### src/hdl/pnxf_pkg.sv
// ----------------------------------------------------------------------------
// pnxf_pkg: shared types and constants for the N-of-X packet filter
// Holds the field widths, register indexes, mode codes and the record that
// travels down the remainder pipeline.
// ----------------------------------------------------------------------------
package pnxf_pkg;

  // Input field widths
  localparam int unsigned SeqW   = 14;
  localparam int unsigned TimeW  = 32;
  // Width of the filter key (time key: 11 seconds bits and 4 subseconds bits)
  localparam int unsigned KeyW   = 15;
  localparam int unsigned SecKeyW = 11;
  localparam int unsigned SubKeyW = 4;
  // Register widths
  localparam int unsigned ModeW  = 2;
  localparam int unsigned GrpW   = 16;
  localparam int unsigned CfgIdxW = 2;

  // Stream payload widths (whole bytes)
  localparam int unsigned InDataW  = 80;
  localparam int unsigned OutDataW = 8;

  // Filter mode codes
  localparam logic [ModeW-1:0] ModeSeq  = 2'd1;
  localparam logic [ModeW-1:0] ModeTime = 2'd2;

  // Register indexes
  localparam logic [CfgIdxW-1:0] RegMode   = 2'd0;
  localparam logic [CfgIdxW-1:0] RegPass   = 2'd1;
  localparam logic [CfgIdxW-1:0] RegSize   = 2'd2;
  localparam logic [CfgIdxW-1:0] RegOffset = 2'd3;

  // Register reset values
  localparam logic [ModeW-1:0] ModeRst   = ModeSeq;
  localparam logic [GrpW-1:0]  PassRst   = 16'd1;
  localparam logic [GrpW-1:0]  SizeRst   = 16'd1;
  localparam logic [GrpW-1:0]  OffsetRst = 16'd0;

  // One item in flight through the remainder pipeline
  typedef struct packed {
    logic            bad;  // drop regardless of the remainder
    logic [KeyW-1:0] dvd;  // dividend bits not yet consumed, MSB first
    logic [GrpW-1:0] rem;  // partial remainder, below group size when size is nonzero
  } stage_t;

endpackage

### src/hdl/pnxf_key_stage.sv
// ----------------------------------------------------------------------------
// pnxf_key_stage: key extraction stage
// Forms the key from the packet, subtracts the group offset and flags
// packets that cannot pass; registers the result with a one-deep handshake.
// ----------------------------------------------------------------------------
module pnxf_key_stage (
  input  logic                         clk_i,
  input  logic                         rst_ni,
  input  logic [pnxf_pkg::ModeW-1:0]   mode_i,
  input  logic [pnxf_pkg::GrpW-1:0]    offset_i,
  input  logic                         cfg_bad_i,
  input  logic                         valid_i,
  output logic                         ready_o,
  input  logic [pnxf_pkg::SeqW-1:0]    seq_count_i,
  input  logic [pnxf_pkg::TimeW-1:0]   time_seconds_i,
  input  logic [pnxf_pkg::TimeW-1:0]   time_subseconds_i,
  output logic                         valid_o,
  input  logic                         ready_i,
  output pnxf_pkg::stage_t             data_o
);
  import pnxf_pkg::*;

  logic [KeyW-1:0] key;
  logic            below;
  stage_t          data_d, data_q;
  logic            valid_q;

  // Select the key source
  always_comb begin
    if (mode_i == ModeSeq) begin
      key = {1'b0, seq_count_i};
    end else begin
      key = {time_seconds_i[SecKeyW-1:0], time_subseconds_i[TimeW-1 -: SubKeyW]};
    end
  end

  // Key below offset drops; otherwise the offset fits in the key width
  assign below = ({1'b0, key} < offset_i);

  always_comb begin
    data_d.bad = cfg_bad_i | below;
    data_d.dvd = key - offset_i[KeyW-1:0];
    data_d.rem = '0;
  end

  assign ready_o = !valid_q || ready_i;

  // Advance when the next stage takes the held item or this one is empty
  always_ff @(posedge clk_i or negedge rst_ni) begin
    if (!rst_ni) begin
      valid_q <= 1'b0;
    end else if (ready_o) begin
      valid_q <= valid_i;
    end
  end

  always_ff @(posedge clk_i) begin
    if (ready_o && valid_i) begin
      data_q <= data_d;
    end
  end

  assign valid_o = valid_q;
  assign data_o  = data_q;

endmodule

### src/hdl/pnxf_div_stage.sv
// ----------------------------------------------------------------------------
// pnxf_div_stage: one step of the restoring remainder
// Shifts in the next dividend bit, subtracts the group size when it fits,
// and registers the partial result with a one-deep handshake.
// ----------------------------------------------------------------------------
module pnxf_div_stage (
  input  logic                      clk_i,
  input  logic                      rst_ni,
  input  logic [pnxf_pkg::GrpW-1:0] size_i,
  input  logic                      valid_i,
  output logic                      ready_o,
  input  pnxf_pkg::stage_t          data_i,
  output logic                      valid_o,
  input  logic                      ready_i,
  output pnxf_pkg::stage_t          data_o
);
  import pnxf_pkg::*;

  logic [GrpW:0] shifted;
  logic [GrpW:0] trial;
  stage_t        data_d, data_q;
  logic          valid_q;

  // Bring down one dividend bit and try the subtraction
  assign shifted = {data_i.rem, data_i.dvd[KeyW-1]};
  assign trial   = shifted - {1'b0, size_i};

  always_comb begin
    data_d.bad = data_i.bad;
    data_d.dvd = {data_i.dvd[KeyW-2:0], 1'b0};
    if (shifted >= {1'b0, size_i}) begin
      data_d.rem = trial[GrpW-1:0];
    end else begin
      data_d.rem = shifted[GrpW-1:0];
    end
  end

  assign ready_o = !valid_q || ready_i;

  always_ff @(posedge clk_i or negedge rst_ni) begin
    if (!rst_ni) begin
      valid_q <= 1'b0;
    end else if (ready_o) begin
      valid_q <= valid_i;
    end
  end

  always_ff @(posedge clk_i) begin
    if (ready_o && valid_i) begin
      data_q <= data_d;
    end
  end

  assign valid_o = valid_q;
  assign data_o  = data_q;

endmodule

### src/hdl/packet_n_of_x_filter_top.sv
// ----------------------------------------------------------------------------
// packet_n_of_x_filter_top: N-of-X packet decimation filter with offset
// Decides per packet whether to drop it, from a sequence or time key, the
// group size, the pass count and the group offset.
// ----------------------------------------------------------------------------
//  channel   | direction | payload
//  s_axis    | in        | tdata: seq_count[13:0], time_seconds[45:14],
//            |           |        time_subseconds[77:46]
//  m_axis    | out       | tdata: drop[0]
//  cfg       | in        | write enable, register index, 16-bit data
//
// One packet is accepted per cycle unless a stall on m_axis has backed up to the
// input; its decision passes through 17 register stages: one key stage, 15
// remainder stages (one per key bit) and the output stage.
// Each stage has its own valid bit and ready, so bubbles collapse and a
// stall on m_axis backs up stage by stage without losing an item.
// Reset clears all valid bits and loads the register reset values.
// ----------------------------------------------------------------------------
module packet_n_of_x_filter_top (
  input  logic                           clk_i,
  input  logic                           rst_ni,
  // Configuration write port
  input  logic                           cfg_we_i,
  input  logic [pnxf_pkg::CfgIdxW-1:0]   cfg_idx_i,
  input  logic [pnxf_pkg::GrpW-1:0]      cfg_wdata_i,
  // Packet stream in
  input  logic                           s_axis_tvalid,
  output logic                           s_axis_tready,
  input  logic [pnxf_pkg::InDataW-1:0]   s_axis_tdata,  // seq_count, time_seconds,
                                                        // time_subseconds, zero pad
  // Decision stream out
  output logic                           m_axis_tvalid,
  input  logic                           m_axis_tready,
  output logic [pnxf_pkg::OutDataW-1:0]  m_axis_tdata   // drop, zero pad
);
  import pnxf_pkg::*;

  logic [ModeW-1:0] mode_q;
  logic [GrpW-1:0]  pass_q, size_q, offset_q;
  logic             cfg_bad;

  stage_t st_data  [0:KeyW];
  logic   st_valid [0:KeyW];
  logic   st_ready [0:KeyW];

  logic   out_valid_q;
  logic   drop_q;
  logic   drop_d;

  // Register writes
  always_ff @(posedge clk_i or negedge rst_ni) begin
    if (!rst_ni) begin
      mode_q   <= ModeRst;
      pass_q   <= PassRst;
      size_q   <= SizeRst;
      offset_q <= OffsetRst;
    end else if (cfg_we_i) begin
      case (cfg_idx_i)
        RegMode:   mode_q   <= cfg_wdata_i[ModeW-1:0];
        RegPass:   pass_q   <= cfg_wdata_i;
        RegSize:   size_q   <= cfg_wdata_i;
        RegOffset: offset_q <= cfg_wdata_i;
        default:   ;
      endcase
    end
  end

  // Settings that drop every packet
  assign cfg_bad = (size_q == '0) || (pass_q == '0) || (pass_q > size_q) ||
                   (offset_q >= size_q) || !(mode_q inside {ModeSeq, ModeTime});

  // Key stage
  pnxf_key_stage u_key (
    .clk_i             (clk_i),
    .rst_ni            (rst_ni),
    .mode_i            (mode_q),
    .offset_i          (offset_q),
    .cfg_bad_i         (cfg_bad),
    .valid_i           (s_axis_tvalid),
    .ready_o           (s_axis_tready),
    .seq_count_i       (s_axis_tdata[SeqW-1:0]),
    .time_seconds_i    (s_axis_tdata[SeqW +: TimeW]),
    .time_subseconds_i (s_axis_tdata[SeqW+TimeW +: TimeW]),
    .valid_o           (st_valid[0]),
    .ready_i           (st_ready[0]),
    .data_o            (st_data[0])
  );

  // Remainder pipeline, one key bit per stage
  for (genvar i = 0; i < KeyW; i++) begin : g_div
    pnxf_div_stage u_div (
      .clk_i   (clk_i),
      .rst_ni  (rst_ni),
      .size_i  (size_q),
      .valid_i (st_valid[i]),
      .ready_o (st_ready[i]),
      .data_i  (st_data[i]),
      .valid_o (st_valid[i+1]),
      .ready_i (st_ready[i+1]),
      .data_o  (st_data[i+1])
    );
  end

  // Output stage: compare the remainder with the pass count
  assign drop_d         = st_data[KeyW].bad || (st_data[KeyW].rem >= pass_q);
  assign st_ready[KeyW] = !out_valid_q || m_axis_tready;

  always_ff @(posedge clk_i or negedge rst_ni) begin
    if (!rst_ni) begin
      out_valid_q <= 1'b0;
    end else if (st_ready[KeyW]) begin
      out_valid_q <= st_valid[KeyW];
    end
  end

  always_ff @(posedge clk_i) begin
    if (st_ready[KeyW] && st_valid[KeyW]) begin
      drop_q <= drop_d;
    end
  end

  assign m_axis_tvalid = out_valid_q;
  assign m_axis_tdata  = {{(OutDataW-1){1'b0}}, drop_q};

  // A passed packet implies usable settings
  a_pass_needs_good_cfg: assert property (@(posedge clk_i) disable iff (!rst_ni)
    (m_axis_tvalid && !m_axis_tdata[0]) |-> !cfg_bad)
    else $error("packet passed with unusable settings");

  // Input backpressure only comes from a stalled full output
  a_stall_source: assert property (@(posedge clk_i) disable iff (!rst_ni)
    !s_axis_tready |-> (m_axis_tvalid && !m_axis_tready))
    else $error("input stalled without output backpressure");

  // Final remainder stays below the group size for good items
  a_rem_range: assert property (@(posedge clk_i) disable iff (!rst_ni)
    (st_valid[KeyW] && !st_data[KeyW].bad) |-> (st_data[KeyW].rem < size_q))
    else $error("remainder out of range");

endmodule

### config.mk
export PLATFORM = sky130hd
export DESIGN_NAME = packet_n_of_x_filter_top
export DESIGN_NICKNAME = d
export VERILOG_FILES = /design/src/hdl/pnxf_pkg.sv /design/src/hdl/pnxf_key_stage.sv /design/src/hdl/pnxf_div_stage.sv /design/src/hdl/packet_n_of_x_filter_top.sv
export SDC_FILE = /design/constraint.sdc
export NUM_CORES = 1
export LEC_CHECK = 0
export BUFFER_PORTS_ARGS = -buffer_cell sky130_fd_sc_hd__buf_2
export CAP_MARGIN = 0
export CORE_ASPECT_RATIO = 2
export CORE_MARGIN = 3
export CORE_UTILIZATION = 43
export CTS_BUF_LIST = sky130_fd_sc_hd__clkbuf_4 sky130_fd_sc_hd__clkbuf_8 sky130_fd_sc_hd__clkbuf_16
export DETAILED_ROUTE_END_ITERATION = 7
export PLACE_DENSITY = 0.56
export SLEW_MARGIN = 10
export SYNTH_ARGS = -nofsm -noshare
export SYNTH_HDL_FRONTEND = slang
export SYNTH_HIERARCHICAL = 1
export SYNTH_SLANG_ARGS = --single-unit
export TNS_END_PERCENT = 100
### constraint.sdc
create_clock -name clk_i -period 4.93 [get_ports clk_i]
set_clock_uncertainty 0.1 [all_clocks]
set_input_delay 0.986 -clock clk_i [delete_from_list [all_inputs] [get_ports clk_i]]
set_output_delay 0.986 -clock clk_i [all_outputs]
set_load 0.02 [all_outputs]
==> key figures <==
Status
  – Run status: complete, no violations

Timing
  – Slew headroom: 23.06%
  – Final cycle utilization of the critical path: 96.65%
  – Worst Tran Pin Value: 1.154 ns
  – RSZ-0062 raised after global routing: false
  – Minimum clock period: 4.765 ns
  – Maximum achievable frequency: 0.2099 GHz
  – Final setup violation count: 0
  – Total Neg Setup Slack: 0 ns
  – Final hold violations: 0
  – Number of max-slew violations in the final report: 0

Place
  – Port-buffer cells: 54
  – Placed cell count: 4182
  – Area post-placement: 0.03499 mm^2
  – RD Place Congestion: 0.9012
  – DP HPWL: 73610 um

Final layout
  – Non-filler instance count after layout: 4268
  – Number of nets in the layout: 3629
  – Layout overhead on the synthesized area: 8.855%
  – Proportion of layout cells with a drive suffix above 1: 17.11%
  – Final-layout fill cell count: 7151
  – Post-route standard cell area excluding fillers: 0.03672 mm^2

Drt
  – Per-cell routed wire length: 22.15 um
  – DRC marker count from the first detailed-route iteration: 1088
  – Via-to-Cell Ratio: 5.793
  – First-pass iteration count of the detailed router: 5
  – Via Count: 24720
  – Routed wire length: 94550 um
  – Number of remaining DRC errors: 0
  – Remaining antenna violation count: 0

Setup path
  – Reg-to-reg critical path startpoint: size_q[15]$_DFFE_PN0P_
  – Required time of the critical path: 3.84 ns
  – Depth of the worst register-to-register path: 8
  – CP Launch Type: input port
  – Worst flop-to-flop path endpoint: g_div[6].u_div/data_o[2]$_DFFE_PP_
  – Arrival time reported for the critical path endpoint: 3.68 ns
  – Flop-to-flop setup slack: 0.99 ns
  – Largest fanout on the critical path: 3
  – Category of the worst setup path capture point: output pin
  – Type of the worst setup path: input port to output pin

Clocking
  – Sinks on Clock Net: 444
  – Post-CTS Repair Setup Buffers: 0
  – H-Tree Depth: 2
  – TritonCTS clock tree: built
  – Latest clock arrival within the worst-skew pair: 0.59 ns
  – Clock tree root driver cell: clkbuf_16
  – CTS buffer count: 45
  – Longest Clk Path Bufs: 3
  – Clock-pin slew reported for the worst setup and hold paths after clock tree synthesis: 0.06 ns

Logic synthesis
  – Summed instance area of the synthesized netlist: 0.03373 mm^2
  – Gate count after technology mapping: 3141
  – Syn Area/Cell: 10.74 um^2
  – Number of warnings printed during yosys synthesis: 6

Hold path
  – Classification of the worst-slack hold path: register to register
  – Hold path startpoint: g_div[3].u_div/data_o[27]$_DFFE_PP_
  – Worst min-delay path endpoint: g_div[4].u_div/data_o[28]$_DFFE_PP_
  – Hold-critical path depth: 0

Global routing
  – Global-route wire length before repair: 143000 um
  – Antenna violations before repair: 11
  – Vias in the first global route: 25810
  – Pin count of the biggest net entering global routing: 68
  – Overflow after GRT: 0
  – Overall Global Routing Usage: 22.58%

Power and ir drop
  – Worst vdd ir: 0.2880 mV
  – Net switching power figure: 12360 uW
  – Leak: 0.01575 uW
  – Fraction of power spent switching nets: 42.12%
  – Part of the power in registers: 25.3%
  – Power Density: 799.5 mW/mm^2
  – Combinational share of power: 62.0%
  – Internal power contribution: 16990 uW
  – Clock network fraction of design power: 12.7%

Floorplan
  – Cell row count: 144
  – Total die area: 0.08204 mm^2
  – I/O pin cnt: 113
  – Starting density of the core: 43.54%
  – Die Ht: 402.1 um
  – DIE WIDTH: 204.0 um
  – Core Box Area: 0.07747 mm^2

Run
  – Max Cap Viol: 0
==> metal layers <==
layer / vias to the layer above / share of wire (%) / global-route usage (%)
met5: - / 0.036 / 0
met2: 553 / 56 / 45.66
met3: 261 / 3.1 / 2.485
met1: 12150 / 33 / 20.63
li1: 11750 / - / -
met4: 6 / 7.6 / 14.53
==> worst max path at each step <==
stage	cells past startpoint	slack (ns)	from	end
6_report	19	0.17	m_axis_tready	s_axis_tready
5_1_grt	19	0.03	m_axis_tready	s_axis_tready
4_1_cts	19	0.03	m_axis_tready	s_axis_tready
3_5_place_dp	19	-0.33	m_axis_tready	s_axis_tready
3_3_place_gp	19	-0.32	m_axis_tready	s_axis_tready
2_1_floorplan	17	0.14	m_axis_tready	s_axis_tready
==> area by class of cell <==
type | count | area [um^2] | area share (%)
Multi-Input combinational cell | 2293 | 18980 | 51.69
Sequential cell | 444 | 13010 | 35.42
Tap cell | 1022 | 1279 | 3.483
Inverter | 328 | 1231 | 3.353
Clock buffer | 53 | 1192 | 3.248
Timing Repair Buffer | 95 | 624.3 | 1.700
Clock inverter | 30 | 399.1 | 1.087
Antenna cell | 3 | 7.507 | 0.02045
==> stage by stage <==
| stage | setup slack, ns | hold WS [ns] | power [uW] | util (%) |
|---|---|---|---|---|
| after floorplan | 0.1425 | 0.3003 | 21260 | - |
| after global placement | -0.3207 | 0.3002 | 25070 | 45.16 |
| after global routing | 0.03421 | 0.3221 | 31270 | 47.38 |
| after detailed placement | -0.3250 | 0.3045 | 25430 | 45.16 |
| final | 0.1651 | 0.3134 | 29360 | 47.39 |
| after CTS | 0.02946 | 0.3157 | 29420 | 47.33 |
==> critical path, cell delays in order <==
cell,delay [ns]
buf_2,0.12
nand2b_4,0.14
nand2b_4,0.14
nand2b_4,0.15
nand2b_4,0.15
nand2b_4,0.14
nand2b_4,0.14
nand2b_4,0.14
nand2b_4,0.14
nand2b_4,0.14
nand2b_4,0.14
nand2b_4,0.14
nand2b_4,0.14
nand2b_4,0.14
nand2b_4,0.14
nand2b_1,0.16
nand2b_4,0.15
nand2b_4,0.14
buf_6,0.14
==> layout by cell type (no fill, tap or decap), types with 23 or more instances in the layout <==
cell / n
nand2b_1: 37
o21ai_0: 108
nor2_1: 104
dfrtp_1: 60
and3_1: 27
o21ai_1: 31
a21oi_1: 206
buf_2: 52
xnor2_1: 104
o211ai_1: 44
inv_1: 328
a31oi_1: 28
o21bai_1: 25
o21a_1: 29
xor2_1: 74
buf_4: 39
mux2_4: 143
nor3_1: 42
a211oi_1: 33
nor2b_1: 25
nand2_1: 208
conb_1: 23
ha_1: 303
and2_1: 43
nand4_1: 31
mux2_2: 86
edfxtp_1: 377
a21o_1: 78
clkbuf_16: 45
nand3_1: 54
==> flip-flops by register name, indices dropped and copies added (netlist names) <==
name	cells
g_div.u_div/data_o	360
offset_q	16
pass_q	16
size_q	16
u_key/data_o	16
g_div.u_div/valid_o	15
mode_q	2
drop_q	1
m_axis_tvalid	1
u_key/valid_o	1
==> power by group through the flow <==
stage	Combinational, uW	Sequential (uW)	Clock (uW)
after CTS	18100	7420	3850
final	18200	7420	3730
after global placement	17600	7450	0
after floorplan	14300	6940	0
after global routing	19800	7530	3980
after detailed placement	18000	7460	0
==> what timing repair did <==
action | CTS | global route
setup endpoints to repair | 1 | 1
gates cloned | 0 | 0
gates resized for setup | 13 | 5
hold buffers | 0 | 0
Note: power is estimated with default switching activity, not from simulation.
